--- src/hw/rtl/unanimous_vote_with_timeout_defines.svh ---
// Assertion helpers shared by the vote logic.
`ifndef UNANIMOUS_VOTE_WITH_TIMEOUT_DEFINES_SVH
`define UNANIMOUS_VOTE_WITH_TIMEOUT_DEFINES_SVH

// Same-cycle implication, masked while reset is high.
`define UVWT_ASSERT_NOW(label, clk, rst, ante, cons) \
   label: assert property (@(posedge clk) disable iff (rst) (ante) |-> (cons)) \
      else $error("uvwt: same-cycle check failed");

// Next-cycle implication, masked while reset is high.
`define UVWT_ASSERT_NEXT(label, clk, rst, ante, cons) \
   label: assert property (@(posedge clk) disable iff (rst) (ante) |=> (cons)) \
      else $error("uvwt: next-cycle check failed");

`endif

--- src/hw/rtl/uvwt_pkg.sv ---
`timescale 1ns / 1ps

package uvwt_pkg;

   localparam int unsigned PLAYERS_DEFAULT = 4;
   localparam logic [30:0] TIMEOUT_RESET = 31'd30000;
   localparam logic [30:0] MAX31         = 31'h7FFF_FFFF;

   // event kinds
   localparam logic [2:0] KIND_REQUEST = 3'd0;
   localparam logic [2:0] KIND_RESPOND = 3'd1;
   localparam logic [2:0] KIND_TICK    = 3'd2;
   localparam logic [2:0] KIND_COMMIT  = 3'd3;
   localparam logic [2:0] KIND_RESTART = 3'd4;
   localparam logic [2:0] KIND_CLEAR   = 3'd5;

   // vote phases
   localparam logic [2:0] PHASE_IDLE       = 3'd0;
   localparam logic [2:0] PHASE_WAITING    = 3'd1;
   localparam logic [2:0] PHASE_READY      = 3'd2;
   localparam logic [2:0] PHASE_CANCELLED  = 3'd3;
   localparam logic [2:0] PHASE_COMMITTING = 3'd4;

   // result codes
   localparam logic [3:0] CODE_OPENED    = 4'd0;
   localparam logic [3:0] CODE_READY     = 4'd1;
   localparam logic [3:0] CODE_NOCHANGE  = 4'd2;
   localparam logic [3:0] CODE_CANCELLED = 4'd3;
   localparam logic [3:0] CODE_COMMIT    = 4'd4;
   localparam logic [3:0] CODE_RESTARTED = 4'd5;
   localparam logic [3:0] CODE_INVALID   = 4'd6;
   localparam logic [3:0] CODE_BUSY      = 4'd7;
   localparam logic [3:0] CODE_STALE     = 4'd8;

   typedef struct packed {
      logic [2:0]  kind;
      logic [3:0]  seat;
      logic [7:0]  active_mask;
      logic [31:0] now_ms;
      logic [31:0] vote_serial;
      logic        accept;
   } vote_event_type;

   typedef struct packed {
      logic [3:0]  code;
      logic [2:0]  phase;
      logic [31:0] current_serial;
      logic [7:0]  participants;
      logic [7:0]  accepted;
      logic [7:0]  cancelled_by;
      logic [30:0] remaining_ms;
   } vote_result_type;

endpackage

--- src/hw/rtl/unanimous_vote_with_timeout.sv ---
`timescale 1ns / 1ps
// Path: a request transfer loads the input register (evt_ff), and the result register
//   (result_ff) loads when that event fires, which waits while rsp_ready holds it off.
// Throughput: one event per cycle unless rsp_ready stalls the output; the vote state closes its loop within each event.
// Reset: synchronous, active high; clears the vote state, the serial and the valid
//   flags of both register stages, and sets the timeout to 30000 ms.
module unanimous_vote_with_timeout #(
   parameter int unsigned PLAYERS = uvwt_pkg::PLAYERS_DEFAULT
) (
   input  logic        clock,
   input  logic        reset,
   input  logic        req_valid,
   output logic        req_ready,
   input  logic [2:0]  req_kind,
   input  logic [3:0]  req_seat,
   input  logic [7:0]  req_active_mask,
   input  logic [31:0] req_now_ms,
   input  logic [31:0] req_vote_serial,
   input  logic        req_accept,
   output logic        rsp_valid,
   input  logic        rsp_ready,
   output logic [3:0]  rsp_code,
   output logic [2:0]  rsp_phase,
   output logic [31:0] rsp_current_serial,
   output logic [7:0]  rsp_participants,
   output logic [7:0]  rsp_accepted,
   output logic [7:0]  rsp_cancelled_by,
   output logic [30:0] rsp_remaining_ms,
   input  logic        csr_valid,
   output logic        csr_ready,
   input  logic [30:0] csr_vote_timeout
);
   import uvwt_pkg::*;

   logic            in_valid_ff, in_valid_in;
   vote_event_type  evt_ff;
   logic            out_valid_ff, out_valid_in;
   vote_result_type result_ff;
   vote_result_type result;
   logic [30:0]     timeout_ff;
   logic            fire;
   logic            req_xfer;

   assign fire      = in_valid_ff && (!out_valid_ff || rsp_ready);
   assign req_ready = !in_valid_ff || fire;
   assign req_xfer  = req_valid && req_ready;
   assign csr_ready = 1'b1;

   always_comb begin
      in_valid_in = in_valid_ff;
      if (req_xfer) begin
         in_valid_in = 1'b1;
      end else if (fire) begin
         in_valid_in = 1'b0;
      end
      out_valid_in = out_valid_ff;
      if (fire) begin
         out_valid_in = 1'b1;
      end else if (rsp_ready) begin
         out_valid_in = 1'b0;
      end
   end

   always_ff @(posedge clock) begin
      if (reset) begin
         in_valid_ff  <= 1'b0;
         out_valid_ff <= 1'b0;
         timeout_ff   <= TIMEOUT_RESET;
      end else begin
         in_valid_ff  <= in_valid_in;
         out_valid_ff <= out_valid_in;
         if (csr_valid && csr_ready) begin
            timeout_ff <= csr_vote_timeout;
         end
      end
   end

   // hold payloads until the next transfer
   always_ff @(posedge clock) begin
      if (req_xfer) begin
         evt_ff.kind        <= req_kind;
         evt_ff.seat        <= req_seat;
         evt_ff.active_mask <= req_active_mask;
         evt_ff.now_ms      <= req_now_ms;
         evt_ff.vote_serial <= req_vote_serial;
         evt_ff.accept      <= req_accept;
      end
      if (fire) begin
         result_ff <= result;
      end
   end

   uvwt_core #(
      .PLAYERS(PLAYERS)
   ) u_core (
      .clock       (clock),
      .reset       (reset),
      .fire        (fire),
      .evt         (evt_ff),
      .vote_timeout(timeout_ff),
      .result      (result)
   );

   assign rsp_valid          = out_valid_ff;
   assign rsp_code           = result_ff.code;
   assign rsp_phase          = result_ff.phase;
   assign rsp_current_serial = result_ff.current_serial;
   assign rsp_participants   = result_ff.participants;
   assign rsp_accepted       = result_ff.accepted;
   assign rsp_cancelled_by   = result_ff.cancelled_by;
   assign rsp_remaining_ms   = result_ff.remaining_ms;

endmodule

--- src/hw/rtl/uvwt_core.sv ---
`timescale 1ns / 1ps
`include "unanimous_vote_with_timeout_defines.svh"

module uvwt_core #(
   parameter int unsigned PLAYERS = uvwt_pkg::PLAYERS_DEFAULT
) (
   input  logic                     clock,
   input  logic                     reset,
   input  logic                     fire,
   input  uvwt_pkg::vote_event_type evt,
   input  logic [30:0]              vote_timeout,
   output uvwt_pkg::vote_result_type result
);
   import uvwt_pkg::*;

   localparam logic [7:0] PlayerMask  = 8'((9'd1 << PLAYERS) - 9'd1);
   localparam logic [3:0] PlayerCount = 4'(PLAYERS);

   logic [2:0]  phase_ff, phase_in;
   logic [31:0] serial_ff, serial_in;
   logic [31:0] deadline_ff, deadline_in;
   logic [2:0]  requester_ff, requester_in;
   logic [7:0]  part_ff, part_in;
   logic [7:0]  acc_ff, acc_in;
   logic [7:0]  cancel_ff, cancel_in;

   logic [7:0]  act;
   logic [7:0]  idx_bit;
   logic [7:0]  req_bit;
   logic        serial_ok;
   logic        timeout_zero;
   logic        fresh_deadline;
   logic [31:0] elapsed;
   logic [31:0] rem_raw;
   logic        reached;
   logic [3:0]  code;
   logic [30:0] rem;

   assign act          = evt.active_mask & PlayerMask;
   assign idx_bit      = (evt.seat < PlayerCount) ?
                         (8'd1 << evt.seat[2:0]) : 8'd0;
   assign req_bit      = 8'd1 << requester_ff;
   assign serial_ok    = (evt.vote_serial != 32'd0) && (evt.vote_serial == serial_ff);
   assign timeout_zero = (vote_timeout == 31'd0);
   assign elapsed      = evt.now_ms - deadline_ff;
   assign rem_raw      = deadline_ff - evt.now_ms;
   assign reached      = !elapsed[31];

   always_comb begin
      phase_in       = phase_ff;
      serial_in      = serial_ff;
      deadline_in    = deadline_ff;
      requester_in   = requester_ff;
      part_in        = part_ff;
      acc_in         = acc_ff;
      cancel_in      = cancel_ff;
      code           = CODE_INVALID;
      fresh_deadline = 1'b0;
      case (evt.kind)
         KIND_REQUEST: begin
            if (timeout_zero) begin
               code = CODE_INVALID;
            end else if (phase_ff != PHASE_IDLE) begin
               code = CODE_BUSY;
            end else if (idx_bit == 8'd0 || (act & idx_bit) == 8'd0) begin
               code = CODE_INVALID;
            end else begin
               // serial skips zero on wrap
               serial_in      = (serial_ff == '1) ? 32'd1 : serial_ff + 32'd1;
               deadline_in    = evt.now_ms + {1'b0, vote_timeout};
               requester_in   = evt.seat[2:0];
               part_in        = act;
               acc_in         = idx_bit;
               cancel_in      = 8'd0;
               fresh_deadline = 1'b1;
               if ((act & ~idx_bit) == 8'd0) begin
                  phase_in = PHASE_READY;
                  code     = CODE_READY;
               end else begin
                  phase_in = PHASE_WAITING;
                  code     = CODE_OPENED;
               end
            end
         end
         KIND_RESPOND: begin
            if (!serial_ok) begin
               code = CODE_STALE;
            end else if (phase_ff != PHASE_WAITING) begin
               code = CODE_BUSY;
            end else if (idx_bit == 8'd0 || (part_ff & idx_bit) == 8'd0) begin
               code = CODE_INVALID;
            end else if (!evt.accept) begin
               cancel_in = idx_bit;
               phase_in  = PHASE_CANCELLED;
               code      = CODE_CANCELLED;
            end else begin
               acc_in = acc_ff | idx_bit;
               if ((acc_in & part_ff) == part_ff) begin
                  phase_in = PHASE_READY;
                  code     = CODE_READY;
               end else begin
                  code = CODE_NOCHANGE;
               end
            end
         end
         KIND_TICK: begin
            if (phase_ff != PHASE_WAITING) begin
               code = CODE_NOCHANGE;
            end else if ((act & req_bit) == 8'd0) begin
               // requester has left
               cancel_in = req_bit;
               phase_in  = PHASE_CANCELLED;
               code      = CODE_CANCELLED;
            end else begin
               part_in = part_ff & act;
               acc_in  = acc_ff & part_in;
               if ((acc_in & part_in) == part_in || reached) begin
                  phase_in = PHASE_READY;
                  code     = CODE_READY;
               end else begin
                  code = CODE_NOCHANGE;
               end
            end
         end
         KIND_COMMIT: begin
            if (!serial_ok) begin
               code = CODE_STALE;
            end else if (phase_ff != PHASE_READY) begin
               code = CODE_BUSY;
            end else begin
               phase_in = PHASE_COMMITTING;
               code     = CODE_COMMIT;
            end
         end
         KIND_RESTART: begin
            if (!serial_ok || phase_ff != PHASE_WAITING || timeout_zero) begin
               code = CODE_INVALID;
            end else begin
               deadline_in    = evt.now_ms + {1'b0, vote_timeout};
               fresh_deadline = 1'b1;
               code           = CODE_RESTARTED;
            end
         end
         KIND_CLEAR: begin
            phase_in     = PHASE_IDLE;
            deadline_in  = 32'd0;
            requester_in = 3'd0;
            part_in      = 8'd0;
            acc_in       = 8'd0;
            cancel_in    = 8'd0;
            code         = CODE_NOCHANGE;
         end
         default: begin
            code = CODE_INVALID;
         end
      endcase
   end

   // A freshly set deadline is exactly one timeout away, so skip the subtract.
   always_comb begin
      rem = 31'd0;
      if (phase_in == PHASE_WAITING) begin
         if (fresh_deadline) begin
            rem = vote_timeout;
         end else if (!reached) begin
            rem = rem_raw[31] ? MAX31 : rem_raw[30:0];
         end
      end
   end

   assign result.code           = code;
   assign result.phase          = phase_in;
   assign result.current_serial = serial_in;
   assign result.participants   = part_in;
   assign result.accepted       = acc_in;
   assign result.cancelled_by   = cancel_in;
   assign result.remaining_ms   = rem;

   always_ff @(posedge clock) begin
      if (reset) begin
         phase_ff     <= PHASE_IDLE;
         serial_ff    <= 32'd0;
         deadline_ff  <= 32'd0;
         requester_ff <= 3'd0;
         part_ff      <= 8'd0;
         acc_ff       <= 8'd0;
         cancel_ff    <= 8'd0;
      end else if (fire) begin
         phase_ff     <= phase_in;
         serial_ff    <= serial_in;
         deadline_ff  <= deadline_in;
         requester_ff <= requester_in;
         part_ff      <= part_in;
         acc_ff       <= acc_in;
         cancel_ff    <= cancel_in;
      end
   end

   `UVWT_ASSERT_NOW(a_serial_live, clock, reset, phase_ff != PHASE_IDLE, serial_ff != 32'd0)
   `UVWT_ASSERT_NOW(a_acc_subset, clock, reset, phase_ff == PHASE_WAITING, (acc_ff & ~part_ff) == 8'd0)
   `UVWT_ASSERT_NOW(a_cancel_phase, clock, reset, cancel_ff != 8'd0, $onehot0(cancel_ff) && phase_ff == PHASE_CANCELLED)
   `UVWT_ASSERT_NEXT(a_open_waits, clock, reset, fire && code == CODE_OPENED, phase_ff == PHASE_WAITING)

endmodule

--- config.mk ---
export PLATFORM = sky130hd
export DESIGN_NAME = unanimous_vote_with_timeout
export DESIGN_NICKNAME = d
export VERILOG_FILES = /design/src/hw/rtl/uvwt_pkg.sv /design/src/hw/rtl/unanimous_vote_with_timeout.sv /design/src/hw/rtl/uvwt_core.sv
export VERILOG_INCLUDE_DIRS = /design/src /design/src/hw/rtl
export SDC_FILE = /design/constraint.sdc
export NUM_CORES = 1
export LEC_CHECK = 0
export ABC_AREA = 1
export BUFFER_PORTS_ARGS = -buffer_cell sky130_fd_sc_hd__buf_2
export CAP_MARGIN = 20
export CORE_AREA = 2 2 206 208
export DETAILED_ROUTE_END_ITERATION = 16
export DIE_AREA = 0 0 208 210
export HOLD_SLACK_MARGIN = 0.02
export PLACE_DENSITY = 0.62
export SYNTH_ARGS = -nofsm -noshare
export SYNTH_HDL_FRONTEND = slang
export SYNTH_SLANG_ARGS = --single-unit
--- constraint.sdc ---
create_clock -name clock -period 6.5 [get_ports clock]
set_clock_uncertainty 0.15 [all_clocks]
set_input_delay 0.975 -clock clock [delete_from_list [all_inputs] [get_ports clock]]
set_output_delay 0.975 -clock clock [all_outputs]
set_load 0.005 [all_outputs]
# --- Word-level counts from Yosys, hierarchy flattened ---
# Index checks and enable logic that the tools add are counted.
classes:
  bitwise: 10
  magnitude_cmp: 1
  n_addsub: 4
  eq_ne: 16
  muxes: 84
  reduce_logical: 29
  shifts: 2
ops:
  columns: ["op", "n"]
  rows:
  - ["$mux W32", 9]
  - ["$mux W8", 24]
  - ["$pmux W32 S3", 1]
  - ["$mux W31", 3]
  - ["$pmux W8 S4", 2]
  - ["$sub A32 B32 Y32", 2]
  - ["$mux W3", 16]
  - ["$logic_not A8 Y1", 5]
  - ["$mux W4", 10]
  - ["$add A32 B1 Y32 const B", 1]
  - ["$add A32 B31 Y32", 1]
  - ["$and A8 B8 Y8", 4]
  - ["$eq A32 B32 Y1", 1]
  - ["$eq A32 B32 Y1 const B", 1]
  - ["$reduce_bool A32 Y1", 1]
  - ["$logic_not A31 Y1", 1]
  - ["$and A4 B8 Y8", 3]
  - ["$pmux W4 S6", 1]
  - ["$pmux W8 S3", 1]
  - ["$eq A8 B8 Y1", 2]
  - ["$shl A1 B3 Y8 const A", 2]
  - ["$pmux W3 S5", 1]
  - ["$mux W2", 5]
  - ["$mux W1", 9]
  - ["other kinds (20)", 40]
word_totals:
  out_inout_bits: 97
  wordCells: 169
  register_bits: 297
  input_bits: 116

# --- Logic depth before layout (Yosys ltp) ---
# Gate-level depths: netlist (run 1).
depth:
  ltp_word: 12
  mapped_depth: 18
  depth_no_buf: 17

# --- Cells and area by module ---
# Synthesis (run 1) repeated with hierarchy kept, for this count alone.
hier_totals:
  cells_unflattened: 2585
  hier_area_um2: 19075.8
by_module_without_submodules:
  columns: ["mod", "area_per_inst_um2", "n_inst", "cells_per_inst", "seq_area_each_um2"]
  rows:
  - ["uvwt_core", 12619.6, 1, 2262, 1881.8]
  - ["unanimous_vote_with_timeout", 6456.2, 1, 323, 5885.6]

# --- Least setup slack after synthesis (run 1) ---
# No wires, ideal clock.
synth_path:
  kind: "in2reg"
  start: "input port rsp_ready"
  end: "register result_ff, in the netlist rsp_accepted[0] (enable)"
  slack_ps: 1545
  arrival_ps: 4310
  t_required_ps: 5855
  n_path_buf: 2
  path_stages: 6
  setup_time_ps: 495
  path_cell_list: "inv_1 -> nand2_1 -> nand2_1 -> inv_1 -> clkbuf_1 -> clkbuf_1"
synth_via:
  elab_chain_cells: 2
synth_rtl:
  columns: ["element", "line", "rtl"]
  rows:
  - ["from (decl)", "unanimous_vote_with_timeout.sv:21", "input logic rsp_ready,"]
  - ["$logic_or A1 B1 Y1", "unanimous_vote_with_timeout.sv:44", "assign fire = in_valid_ff && (!out_valid_ff || rsp_ready);"]
  - ["$logic_and A1 B1 Y1", "unanimous_vote_with_timeout.sv:44", null]
  - ["net fire", "unanimous_vote_with_timeout.sv:41", "logic fire;"]
  - ["to (signal assigned)", "unanimous_vote_with_timeout.sv:89", "result_ff <= result;"]
  - ["to (decl)", "unanimous_vote_with_timeout.sv:38", "vote_result_type result_ff;"]
# The timed path passes the listed nets, and every way through them passes these cells.
# A chain may end at the register's enable or synchronous reset.

# --- Worst setup path after layout (run 1) ---
layout_path:
  start: "register evt_ff[51] (netlist bit)"
  end: "register result_ff, in the netlist rsp_remaining_ms[14] (data pin)"
layout_via:
  elab_chain_cells: 8
  word_cells_on_any_way: 12
  cone_classes: "2 x add/sub; 1 x eq/ne; 7 x mux; 2 x reduce/logical"
layout_rtl:
  columns: ["element", "line", "rtl"]
  rows:
  - ["from (decl)", "unanimous_vote_with_timeout.sv:36", "vote_event_type evt_ff;"]
  - ["$sub A32 B32 Y32", "uvwt_core.sv:45", "assign elapsed = evt.now_ms - deadline_ff;"]
  - ["$logic_not A1 Y1", "uvwt_core.sv:47", "assign reached = !elapsed[31];"]
  - ["$logic_or A1 B1 Y1", "uvwt_core.sv:117", "if ((acc_in & part_in) == part_in || reached) begin"]
  - ["$mux W3", "uvwt_core.sv:117", null]
  - ["$mux W3", "uvwt_core.sv:109", "end else if ((act & req_bit) == 8'd0) begin"]
  - ["$mux W3", "uvwt_core.sv:107", "if (phase_ff != PHASE_WAITING) begin"]
  - ["$pmux W3 S5", "uvwt_core.sv:59", "case (evt.kind)"]
  - ["$eq A3 B1 Y1", "uvwt_core.sv:162", "if (phase_in == PHASE_WAITING) begin"]
# Several ways; a longest one is shown, not always the timed one.

==> metrics.md, run 1 <==
| Metric | Value |
|---|---|
| Outcome | `completed` |
| Clock buffer depth | `3` |
| Hpwl dp | `44,430 um` |
| CP endpoint kind | `flop` |
| Syn-to-layout area delta | `14.91%` |
| Worst reg2reg path depth | `13` |
| Max_slew headroom | `0.2849` |
| Final nets | `2,839` |
| Initial antenna violation count | `1` |
| Post-CTS setup buffer count | `0` |
| Worst EP required | `6750 ps` |
| Lkg Pwr | `9.499 nW` |
| Synth Register Bits | `297` |
| Fmax | `0.2653 GHz` |
| Global-route wire length before repair | `91,000 um` |
| Cell count after placement | `3,126` |
| Final instance area | `0.02122 mm^2` |
| MaxCap Viol Count | `0` |
| Crit-path cells | `inv_1 > ha_1 > a21oi_1 > o21ai_1 > a21oi_1 > nor2_1 > nor2_1 > nand3_1 > nand2_2 > nor2_1 > nor2_1 > nor2_1 > nor3_2` |
| Final period utilization | `0.5798` |
| Most numerous cell in the Yosys netlist | `nand2_1` |
| Final min period | `3769 ps` |
| Iteration-0 DRC Markers | `1,188` |
| CORE AREA | `0.04148 mm^2` |
| Mapped Cells | `2,434` |
| Primary FF master, synth | `edfxtp_1` |
| Vias | `16,960` |
| Hold buffers post-CTS | `0` |
| Kind of cell adding the most delay to the critical path | `simple AND/OR/NAND/NOR gates` |
| Post-Route WL | `58,290 um` |
| Yosys top cell by area | `edfxtp_1` |
| EDFF count, synth | `170` |
| Gr usage total | `0.2652` |
| Die width | `208 um` |
| Largest cells by area after synthesis | `edfxtp_1 28%, dfxtp_1 14%, nand2_1 10%` |
| Min-delay src | `u_core.part_ff[6]` |
| Hold Violations, Final | `0` |
| Antenna Cells | `0` |
| Top-area cell type share of the netlist area | `0.2764` |
| Crit path buffers/inverters | `1` |
| Mapped Avg Cell Area | `7.587 um^2` |
| Antenna-violating nets left | `0` |
| Site row count | `75` |
| CP Class | `flop to flop` |
| Multi-input logic area | `0.009095 mm^2` |
| Crit path arrival time | `4020 ps` |
| Root buffer cell | `clkbuf_16` |
| Reg area | `0.007647 mm^2` |
| Post-synthesis sequential area ratio | `0.4141` |
| Final number of max-transition violations | `0` |
| Floorplan die height | `210 um` |
| Share of layout cells above drive strength 1 | `0.1476` |
| Maximum fanout along the worst path | `17` |
| Reg clk slew, reported paths | `60 ps` |
| Post-CTS resize count | `0` |
| Vias in the first global route | `16,740` |
| CTS sink cnt | `297` |
| R2R Setup Slk | `2730 ps` |
| I/O Pins | `213` |
| Drt wl/cell | `18.24 um` |
| Reg2Reg Capture Point | `rsp_remaining_ms[14]` |
| Placed Area | `0.01989 mm^2` |
| RePlAce Congestion | `0.9796` |
| Final setup vio count | `0` |
| Hold Path Class | `flop to flop` |
| Crit path largest cell delay | `570 ps` |
| Post-synthesis cell area | `0.01847 mm^2` |
| Remaining global-route overflow | `0` |
| Die Area | `0.04368 mm^2` |
| Worst Tran Pin Value | `1073 ps` |
| Clock Latency Late Sink | `560 ps` |
| Setup TNS | `0 ps` |
| CP startpoint kind | `flop` |
| Total power draw | `5.256 mW` |
| RSZ-0062 raised after global routing | `false` |
| Largest net degree at the start of global routing | `85` |
| Filler cell count | `4,084` |
| DRC | `0` |
| Worst path slowest cell | `nand2_2` |
| Pre-antenna DRT Iters | `6` |
| Top cells by count, synth | `508 x nand2_1, 340 x inv_1, 326 x nor2_1` |
| Via-to-Cell Ratio | `5.307` |
| TritonCTS clock tree | `done` |
| YS warnings | `0` |
| H-tree depth | `2` |
| Port Buf Inserts | `207` |
| Syn nets | `2,646` |
| Yosys cell types | `56` |
| Pwr dens | `247.7 mW/mm^2` |
| Peak supply drop | `0.0001799 V` |
| Async set-reset flop share out of synthesis | `0` |
| Hold path endpoint | `u_core.part_ff[6]` |
| Starting density of the core | `0.4452` |
| Cell count of the worst hold path | `2` |
| Worst flop-to-flop path startpoint | `evt_ff[51]` |
| Fin cells | `3,195` |
| Inserted Clock Buffers | `37` |
| Top cell by count, worst path | `nor2_1` |
| Worst Hold Margin | `320.8 ps` |
## cell type report
| type | count | area share |
|---|---|---|
| Multi-Input combinational cell | 1710 | 0.4286 |
| Sequential cell | 297 | 0.3604 |
| Inverter | 366 | 0.06504 |
| Timing Repair Buffer | 215 | 0.05236 |
| Clock buffer | 51 | 0.05047 |
| Tap cell | 539 | 0.03178 |
| Clock inverter | 17 | 0.01138 |
## how the worst max path moves through the flow
stage               start                   end  slack, ps  cells past startpoint
2_1_floorplan   rsp_ready       rsp_accepted[0]       1550                      6
3_3_place_gp   evt_ff[58]  rsp_remaining_ms[14]       2730                     17
3_5_place_dp   evt_ff[58]   rsp_remaining_ms[0]       2600                     17
4_1_cts        evt_ff[58]   rsp_remaining_ms[0]       2590                     17
5_1_grt        evt_ff[55]  rsp_remaining_ms[14]       2500                     13
6_report       evt_ff[51]  rsp_remaining_ms[14]       2730                     13
## cells by family (layout without fill, tap and decap cells)
logic type / Yosys count / in the layout / share of synthesized area
simple gates: 1133 / 1133 / 0.2753
buf+inv: 427 / 649 / 0.09356
compound gates: 425 / 425 / 0.1249
flops: 297 / 297 / 0.4141
fa+ha+maj: 96 / 96 / 0.06585
xor+xnor: 55 / 55 / 0.02608
other cells: 1 / 1 / 0.0002031
## worst min-delay path: stages, from the launching register on
cell     delay [ps]
dfxtp_1         300
inv_1            70
nor3_1           50
## state kept, by name (all words and copies together) (netlist names), 3 cells and up
| name | cells |
|---|---|
| evt_ff | 76 |
| rsp_accepted | 8 |
| rsp_cancelled_by | 8 |
| rsp_code | 4 |
| rsp_current_serial | 32 |
| rsp_participants | 8 |
| rsp_phase | 3 |
| rsp_remaining_ms | 31 |
| timeout_ff | 31 |
| u_core.acc_ff | 8 |
| u_core.cancel_ff | 8 |
| u_core.deadline_ff | 32 |
| u_core.part_ff | 8 |
| u_core.phase_ff | 3 |
| u_core.requester_ff | 3 |
| u_core.serial_ff | 32 |
## placed cells by master (no fill, tap or decap), types with 7 or more instances in the layout
cell / Yosys / routed
o211ai_1: 11 / 11
o21ai_1: 25 / 25
clkbuf_16: 0 / 39
nand2_2: 8 / 9
xor2_1: 31 / 31
or2_2: 13 / 13
nand2_1: 508 / 507
edfxtp_1: 170 / 170
ha_1: 94 / 94
nand4_1: 36 / 36
and3_1: 13 / 13
dfxtp_1: 127 / 127
nor3_2: 33 / 33
nor3_1: 40 / 40
o31ai_1: 9 / 9
nand3_1: 114 / 114
buf_2: 11 / 206
o21ai_0: 137 / 137
inv_2: 23 / 23
nand3_2: 9 / 9
clkbuf_1: 35 / 7
xnor2_1: 24 / 24
buf_4: 2 / 8
nor2_1: 326 / 326
inv_1: 340 / 338
a21oi_1: 196 / 196
nor2_2: 7 / 7
## through the flow
stage,setup slack [ps],utilization
after global routing,2498,0.5116
after CTS,2591,0.5111
after global placement,2734,0.4795
after detailed placement,2598,0.4795
after floorplan,1545,-
final,2731,0.5116
## power by group
group | switching, mW | internal (mW)
logic | 0.561 | 0.277
registers | 0.0989 | 2.10
clock network | 0.851 | 1.36
total | 1.51 | 3.74
## metal layers
metal | vias to the layer above | GRT usage | routed length (um)
met5 | - | 0 | 10
met4 | 2 | 0.1022 | 2020
met3 | 112 | 0.03248 | 2585
met2 | 454 | 0.4594 | 28280
met1 | 8012 | 0.3390 | 25390
li1 | 8375 | - | -
(Power assumes the default switching activity.)
==> run 2, diff against run 1 <==
--- a/config.mk
+++ b/config.mk
@@ -6,14 +6,14 @@
 export SDC_FILE = /design/constraint.sdc
 export NUM_CORES = 1
 export LEC_CHECK = 0
-export ABC_AREA = 1
+export ABC_AREA = 0
 export BUFFER_PORTS_ARGS = -buffer_cell sky130_fd_sc_hd__buf_2
 export CAP_MARGIN = 20
-export CORE_AREA = 2 2 206 208
+export CORE_AREA = 2 2 197 199
 export DETAILED_ROUTE_END_ITERATION = 16
-export DIE_AREA = 0 0 208 210
+export DIE_AREA = 0 0 199 201
 export HOLD_SLACK_MARGIN = 0.02
-export PLACE_DENSITY = 0.62
+export PLACE_DENSITY = 0.64
 export SYNTH_ARGS = -nofsm -noshare
 export SYNTH_HDL_FRONTEND = slang
 export SYNTH_SLANG_ARGS = --single-unit
==> constraint.sdc (replaced) <==
create_clock -name clock -period 3.1 [get_ports clock]
set_clock_uncertainty 0.15 [all_clocks]
set_input_delay 0.465 -clock clock [delete_from_list [all_inputs] [get_ports clock]]
set_output_delay 0.465 -clock clock [all_outputs]
set_load 0.005 [all_outputs]
==> run 2 against run 1 <==
Compared with the run above:
- the run now ends with setup timing left
- clock power increased by 90%
- sequential share of layout area shrank 2.8 points
- critical path depth grew 1
- global-route usage is 0.53 points lower
- die area shrank 8.4%
- highest routed layer is now met4
==> metrics.md, run 2 <==
| Metric | Value |
|---|---|
| Outcome | `finished, violations left` |
| Failing checks | `setup timing` |
| Starting density of the core | `0.4401` |
| Cell count after placement | `2,642` |
| TritonCTS clock tree | `done` |
| Post-synthesis sequential area ratio | `0.4560` |
| Max reg flops | `76` |
| Placed Area | `0.02001 mm^2` |
| Final min period | `3391 ps` |
| Top cells by count, synth | `177 x nor2_1, 170 x edfxtp_1, 146 x nand2_1` |
| Final instance area | `0.02299 mm^2` |
| Reg2Reg Capture Point | `rsp_remaining_ms[12]` |
| Setup WS pre-CTS | `-411.4 ps` |
| Port Buf Inserts | `207` |
| Most frequent cells in the layout | `256 x buf_4, 206 x buf_2, 174 x nor2_1, 170 x edfxtp_1, 144 x nand2_1` |
| Syn-to-layout area delta | `37.09%` |
| Pre-antenna DRT Iters | `5` |
| Worst path slowest cell | `a2111o_1` |
| Post-Route WL | `52,490 um` |
| Max_slew headroom | `0.4979` |
| Yosys cell types | `85` |
| Largest cells by area after synthesis | `edfxtp_1 30%, dfxtp_1 15%, ha_1 7.0%` |
| Fmax | `0.2949 GHz` |
| H-tree depth | `2` |
| Setup TNS | `-7451 ps` |
| Peak supply drop | `0.0005305 V` |
| Drt wl/cell | `18.59 um` |
| Reg clk slew, reported paths | `60 ps` |
| I/O Pins | `213` |
| Floorplan die height | `201 um` |
| Pwr dens | `448.6 mW/mm^2` |
| RePlAce Congestion | `0.9303` |
| CP endpoint | `rsp_remaining_ms[12]` |
| Synth Register Bits | `297` |
| Syn nets | `1,973` |
| Final worst slack | `-290.9 ps` |
| Crit-path cells | `inv_1 > ha_1 > nand4_1 > or2_1 > a2111o_1 > a31oi_4 > buf_6 > o21ai_2 > and4_1 > o211a_1 > o21ai_4 > buf_6 > buf_16 > a21oi_2` |
| RSZ-0062 raised after global routing | `true` |
| Post-synthesis cell area | `0.01677 mm^2` |
| Most common cell after layout, fill and taps aside | `buf_4` |
| Reg area | `0.007647 mm^2` |
| Gr usage total | `0.2600` |
| Mapped Cells | `1,761` |
| CTS sink cnt | `297` |
| Most flop-heavy register | `evt_ff` |
| Inserted Clock Buffers | `34` |
| Launch point of the worst path | `evt_ff[62]` |
| Iteration-0 DRC Markers | `1,139` |
| Vias | `15,480` |
| Worst reg2reg path depth | `14` |
| Die width | `199 um` |
| Hpwl dp | `37,510 um` |
| Site row count | `72` |
| Initial antenna violation count | `0` |
| DRC | `0` |
| Worst EP required | `3250 ps` |
| Mapped Avg Cell Area | `9.524 um^2` |
| Largest net degree at the start of global routing | `58` |
| Vias in the first global route | `15,030` |
| Final setup vio count | `37` |
| Top cell by count, worst path | `buf_6` |
| Cell count of the worst hold path | `3` |
| CORE AREA | `0.03811 mm^2` |
| Via-to-Cell Ratio | `5.483` |
| Clock buffer depth | `3` |
| Final nets | `2,492` |
| Maximum fanout along the worst path | `8` |
| CP startpoint kind | `flop` |
| Final number of max-transition violations | `0` |
| Hold Path Class | `primary input to flop` |
| Async set-reset flop share out of synthesis | `0` |
| Final period utilization | `1.094` |
| Kind of cell adding the most delay to the critical path | `compound AO/OA/AOI/OAI gates` |
| Filler cell count | `3,183` |
| Crit path largest cell delay | `400 ps` |
| Share of layout cells above drive strength 1 | `0.2801` |
| MaxCap Viol Count | `0` |
| Antenna-violating nets left | `0` |
| EDFF count, synth | `170` |
| Global-route wire length before repair | `81,200 um` |
| Crit path arrival time | `3540 ps` |
| Worst Tran Pin Value | `751.5 ps` |
| Path length in cells of the critical path | `14` |
| YS warnings | `0` |
| Worst flop-to-flop path startpoint | `evt_ff[62]` |
| Clock Latency Late Sink | `560 ps` |
| Crit path buffers/inverters | `4` |
| Top-area cell type share of the netlist area | `0.3044` |
| Hold Violations, Final | `0` |
| Antenna Cells | `0` |
| Yosys top cell by area | `edfxtp_1` |
| Primary FF master, synth | `edfxtp_1` |
| Remaining global-route overflow | `0` |
| Fin cells | `2,824` |
| Multi-input logic area | `0.008957 mm^2` |
| CP Class | `flop to flop` |
| Most numerous cell in the Yosys netlist | `nor2_1` |
| Die Area | `0.04000 mm^2` |
| R2R Setup Slk | `-290 ps` |
| CP endpoint kind | `flop` |
| Lkg Pwr | `9.495 nW` |
| Total power draw | `10.31 mW` |
| Root buffer cell | `clkbuf_16` |
## run 2: cell type report
cell class | instances | area share
clock inverter | 16 | 0.009959
timing repair buffer | 581 | 0.1841
sequential | 297 | 0.3326
clock buffer | 46 | 0.04027
tap | 518 | 0.02819
multi-input combinational | 1273 | 0.3896
inverter | 93 | 0.01529
## run 2: worst reg2reg max path, delay by kind of cell, from the launching register on
family          cells  cell delay, ps
flops               1             350
fa+ha+maj           1             300
buf+inv             4             510
compound gates      6            1170
simple gates        3             650
## run 2: cell families after synthesis
kind of cell,share of synthesized area
XOR/XNOR,0.05849
AND/OR/NAND/NOR,0.1756
flip-flops,0.4560
other,0.0002236
adder cells (fa/ha/maj),0.07252
AO/OA/AOI/OAI,0.1684
multiplexers,0.02134
buffers and inverters,0.04745
## run 2: power breakdown
part,internal (mW),switching (mW)
combinational,0.769,0.856
sequential,4.35,0.129
clock,2.47,1.74
## run 2: what timing repair did
| item | 4_1_cts | 5_1_grt |
|---|---|---|
| gates resized for setup | 93 | 54 |
| hold buffers | 102 | 0 |
| endpoints found under the hold margin | 102 | 0 |
| cloned | 3 | 0 |
| buffers inserted | 11 | 9 |
| pin swaps | 30 | 36 |
| setup endpoints to repair | 45 | 100 |
## run 2: how the worst min path moves through the flow
stage,end,startpoint
floorplan,u_core.part_ff[4],u_core.part_ff[4]
global placement,u_core.part_ff[4],u_core.part_ff[4]
detailed placement,u_core.part_ff[5],u_core.part_ff[5]
CTS,timeout_ff[9],csr_vote_timeout[9]
global route,timeout_ff[23],csr_vote_timeout[23]
finish,timeout_ff[24],csr_vote_timeout[24]
## run 2: per-stage QoR
step | hold slack (ps) | utilization
5_1_grt | 44.05 | 0.6034
4_1_cts | 21.82 | 0.5979
2_1_floorplan | 286.5 | -
6_report | 55.00 | 0.6034
3_3_place_gp | 304.2 | 0.5252
3_5_place_dp | 304.3 | 0.5252
## run 2: metal layers
metal | wire, um | global-route usage
met1 | 22580 | 0.3494
met2 | 24660 | 0.4278
met3 | 3543 | 0.03646
met4 | 1708 | 0.09195
met5 | 0 | 0
==> run 3, diff against run 2 <==
--- a/config.mk
+++ b/config.mk
@@ -13,7 +13,8 @@
 export DETAILED_ROUTE_END_ITERATION = 16
 export DIE_AREA = 0 0 199 201
 export HOLD_SLACK_MARGIN = 0.02
-export PLACE_DENSITY = 0.64
+export PLACE_DENSITY = 0.65
 export SYNTH_ARGS = -nofsm -noshare
 export SYNTH_HDL_FRONTEND = slang
+export SYNTH_HIERARCHICAL = 1
 export SYNTH_SLANG_ARGS = --single-unit
==> run 3 against run 2 <==
Compared with the run above:
- the flow still finishes with violations (setup timing)
- total power rose by 1.7%
- combinational power up 9%
- cell area decreased by 1.9%
- count of clock-buffer cells in the layout unchanged
- setup slack worse by 63 ps
- clock power about the same
- via count down 1.8%
- critical path depth is 1 lower
- flip-flop and latch count unchanged
- non-clock buffer count fell by 48
- global-route usage decreased by 0.65 points
- critical path type unchanged
- critical endpoint is now rsp_remaining_ms[7]
- largest power group unchanged
- highest routed layer unchanged
==> metrics.md, run 3 <==
| Metric | Value |
|---|---|
| Worst path slowest cell | `edfxtp_1` |
| Final nets | `2,415` |
| CP startpoint kind | `flop` |
| Sw Share | `0.2660` |
| Reg2Reg Capture Point | `rsp_remaining_ms[7]` |
| Clock Power Share | `0.404` |
| Die width | `199 um` |
| Inserted Clock Buffers | `34` |
| Vias in the first global route | `14,610` |
| Port Buf Inserts | `207` |
| Worst Tran Pin Value | `703.9 ps` |
| RePlAce Congestion | `0.9386` |
| CORE AREA | `0.03811 mm^2` |
| Mapped Avg Cell Area | `9.755 um^2` |
| CP Class | `flop to flop` |
| Cell count of the worst hold path | `3` |
| Starting density of the core | `0.4398` |
| Die Area | `0.04000 mm^2` |
| Most flop-heavy register | `evt_ff` |
| Most frequent cells in the layout | `206 x buf_2, 204 x buf_4, 170 x edfxtp_1, 149 x nor2_1, 135 x nand2_1` |
| Final period utilization | `1.114` |
| Hold path endpoint | `timeout_ff[16]` |
| Via-to-Cell Ratio | `5.534` |
| Global-route wire length before repair | `79,000 um` |
| Int Pwr | `7.701 mW` |
| Total power draw | `10.49 mW` |
| DRC | `0` |
| Sw Pwr | `2.790 mW` |
| Hold Violations, Final | `0` |
| Peak supply drop | `0.0003595 V` |
| Crit path arrival time | `3580 ps` |
| Comb pwr share | `0.169` |
| Flop pwr share | `0.427` |
| Pwr dens | `465.2 mW/mm^2` |
| Share of layout cells above drive strength 1 | `0.2657` |
| Crit path largest cell delay | `420 ps` |
| H-tree depth | `2` |
| Antenna-violating nets left | `0` |
| Max_slew headroom | `0.5302` |
| CP endpoint kind | `flop` |
| Lkg Pwr | `9.169 nW` |
| Syn nets | `1,930` |
| Setup TNS | `-10,430 ps` |
| TritonCTS clock tree | `done` |
| Hold Path Class | `primary input to flop` |
| Fmax | `0.2896 GHz` |
| Iteration-0 DRC Markers | `1,302` |
| Crit path buffers/inverters | `3` |
| Site row count | `72` |
| Pre-antenna DRT Iters | `5` |
| Vias | `15,200` |
| Maximum fanout along the worst path | `13` |
| YS warnings | `6` |
| Final number of max-transition violations | `0` |
| Gr usage total | `0.2534` |
| Reg clk slew, reported paths | `60 ps` |
| Min-delay src | `csr_vote_timeout[16]` |
| Antenna Cells | `0` |
| Initial antenna violation count | `0` |
| CTS sink cnt | `297` |
| Final setup vio count | `33` |
| Most common cell after layout, fill and taps aside | `buf_2` |
| Hpwl dp | `37,140 um` |
| Remaining global-route overflow | `0` |
| Mapped Cells | `1,718` |
| Clock buffer depth | `3` |
| MaxCap Viol Count | `0` |
| Filler cell count | `3,194` |
| Syn-to-layout area delta | `34.56%` |
| Final min period | `3454 ps` |
| Clock Latency Late Sink | `550 ps` |
| Drt wl/cell | `18.87 um` |
| Final worst slack | `-353.6 ps` |
| R2R Setup Slk | `-350 ps` |
| Outcome | `finished, violations left` |
| Largest net degree at the start of global routing | `82` |
| Post-synthesis cell area | `0.01676 mm^2` |
| Crit-path cells | `inv_2 > ha_4 > a21o_1 > a221o_1 > a22oi_2 > o31ai_4 > a311oi_4 > mux2i_1 > a21oi_2 > o211ai_4 > buf_6 > buf_12 > a21oi_1` |
| Kind of cell adding the most delay to the critical path | `compound AO/OA/AOI/OAI gates` |
| Worst reg2reg path depth | `13` |
| I/O Pins | `213` |
| Worst EP required | `3230 ps` |
| RSZ-0062 raised after global routing | `true` |
| Root buffer cell | `clkbuf_16` |
| Floorplan die height | `201 um` |
| Failing checks | `setup timing` |
| Max reg flops | `76` |
| Worst flop-to-flop path startpoint | `evt_ff[41]` |
| Post-Route WL | `51,830 um` |
==> run 3: changes by cell type in the layout (fill, tap and decap cells not counted), moves of 10 or more <==
cell and change:
a22o_1 -10, ha_1 +10, nor3_1 -16, o21ai_1 -16
buf_4 -52, a21oi_1 -24, a21o_1 -22, o21ai_0 +26
nor2_1 -25
==> run 3: layout make-up <==
class,count,area [um^2],area share
Clock inverter,15,161.4,0.007158
Inverter,92,345.3,0.01531
Tap cell,518,648.1,0.02874
Multi-Input combinational cell,1245,8801,0.3903
Clock buffer,46,1008,0.04472
Sequential cell,297,7649,0.3392
Timing Repair Buffer,533,3938,0.1746
==> run 3: worst min-delay path, stage by stage <==
cell and delay (ps):
buf_2 100, mux2i_1 60, nor2_1 70
==> run 3: through the flow <==
| step | cell area (um^2) | std cells | hold WS, ps | worst slack, ps | utilization |
|---|---|---|---|---|---|
| global placement | 19730 | 2562 | 297.1 | -295.1 | 0.5179 |
| global route | 22550 | 2746 | 43.66 | -429.3 | 0.5918 |
| CTS | 22060 | 2732 | 32.31 | -242.6 | 0.5790 |
| floorplan | 16810 | 1718 | 286.5 | 14.65 | - |
| detailed placement | 19730 | 2562 | 304.6 | -332.3 | 0.5179 |
| finish | 22550 | 2746 | 53.01 | -353.6 | 0.5918 |
==> run 3: worst max path at each step <==
stage	cells past startpoint	start	endpoint	slack (ps)
floorplan	12	evt_ff[41]	rsp_remaining_ms[18]	10
global placement	12	evt_ff[41]	rsp_remaining_ms[29]	-300
detailed placement	12	evt_ff[41]	rsp_remaining_ms[29]	-330
CTS	12	evt_ff[41]	rsp_remaining_ms[14]	-240
global route	13	evt_ff[41]	rsp_remaining_ms[7]	-430
finish	13	evt_ff[41]	rsp_remaining_ms[7]	-350
==> run 3: repair_timing <==
action | 4_1_cts | 5_1_grt
endpoints found under the hold margin | 107 | 0
buffers inserted | 2 | 13
hold buffers | 107 | 0
pin swaps | 3 | 26
gates cloned | 0 | 2
gates resized for setup | 17 | 69
endpoints found under the setup margin | 42 | 56
==> run 3: routing by layer <==
metal	GRT usage	share of wire	wire (um)
met1	0.3475	0.44	22790
met2	0.4058	0.46	23830
met3	0.04435	0.071	3657
met4	0.08182	0.030	1547
met5	0	0	0
==> run 3: power groups by stage <==
stage	combinational [mW]	sequential (mW)	clock, mW
floorplan	0.899	4.53	0
global placement	1.49	4.55	0
detailed placement	1.52	4.56	0
CTS	1.66	4.47	4.33
global route	1.92	4.49	4.45
finish	1.77	4.47	4.24
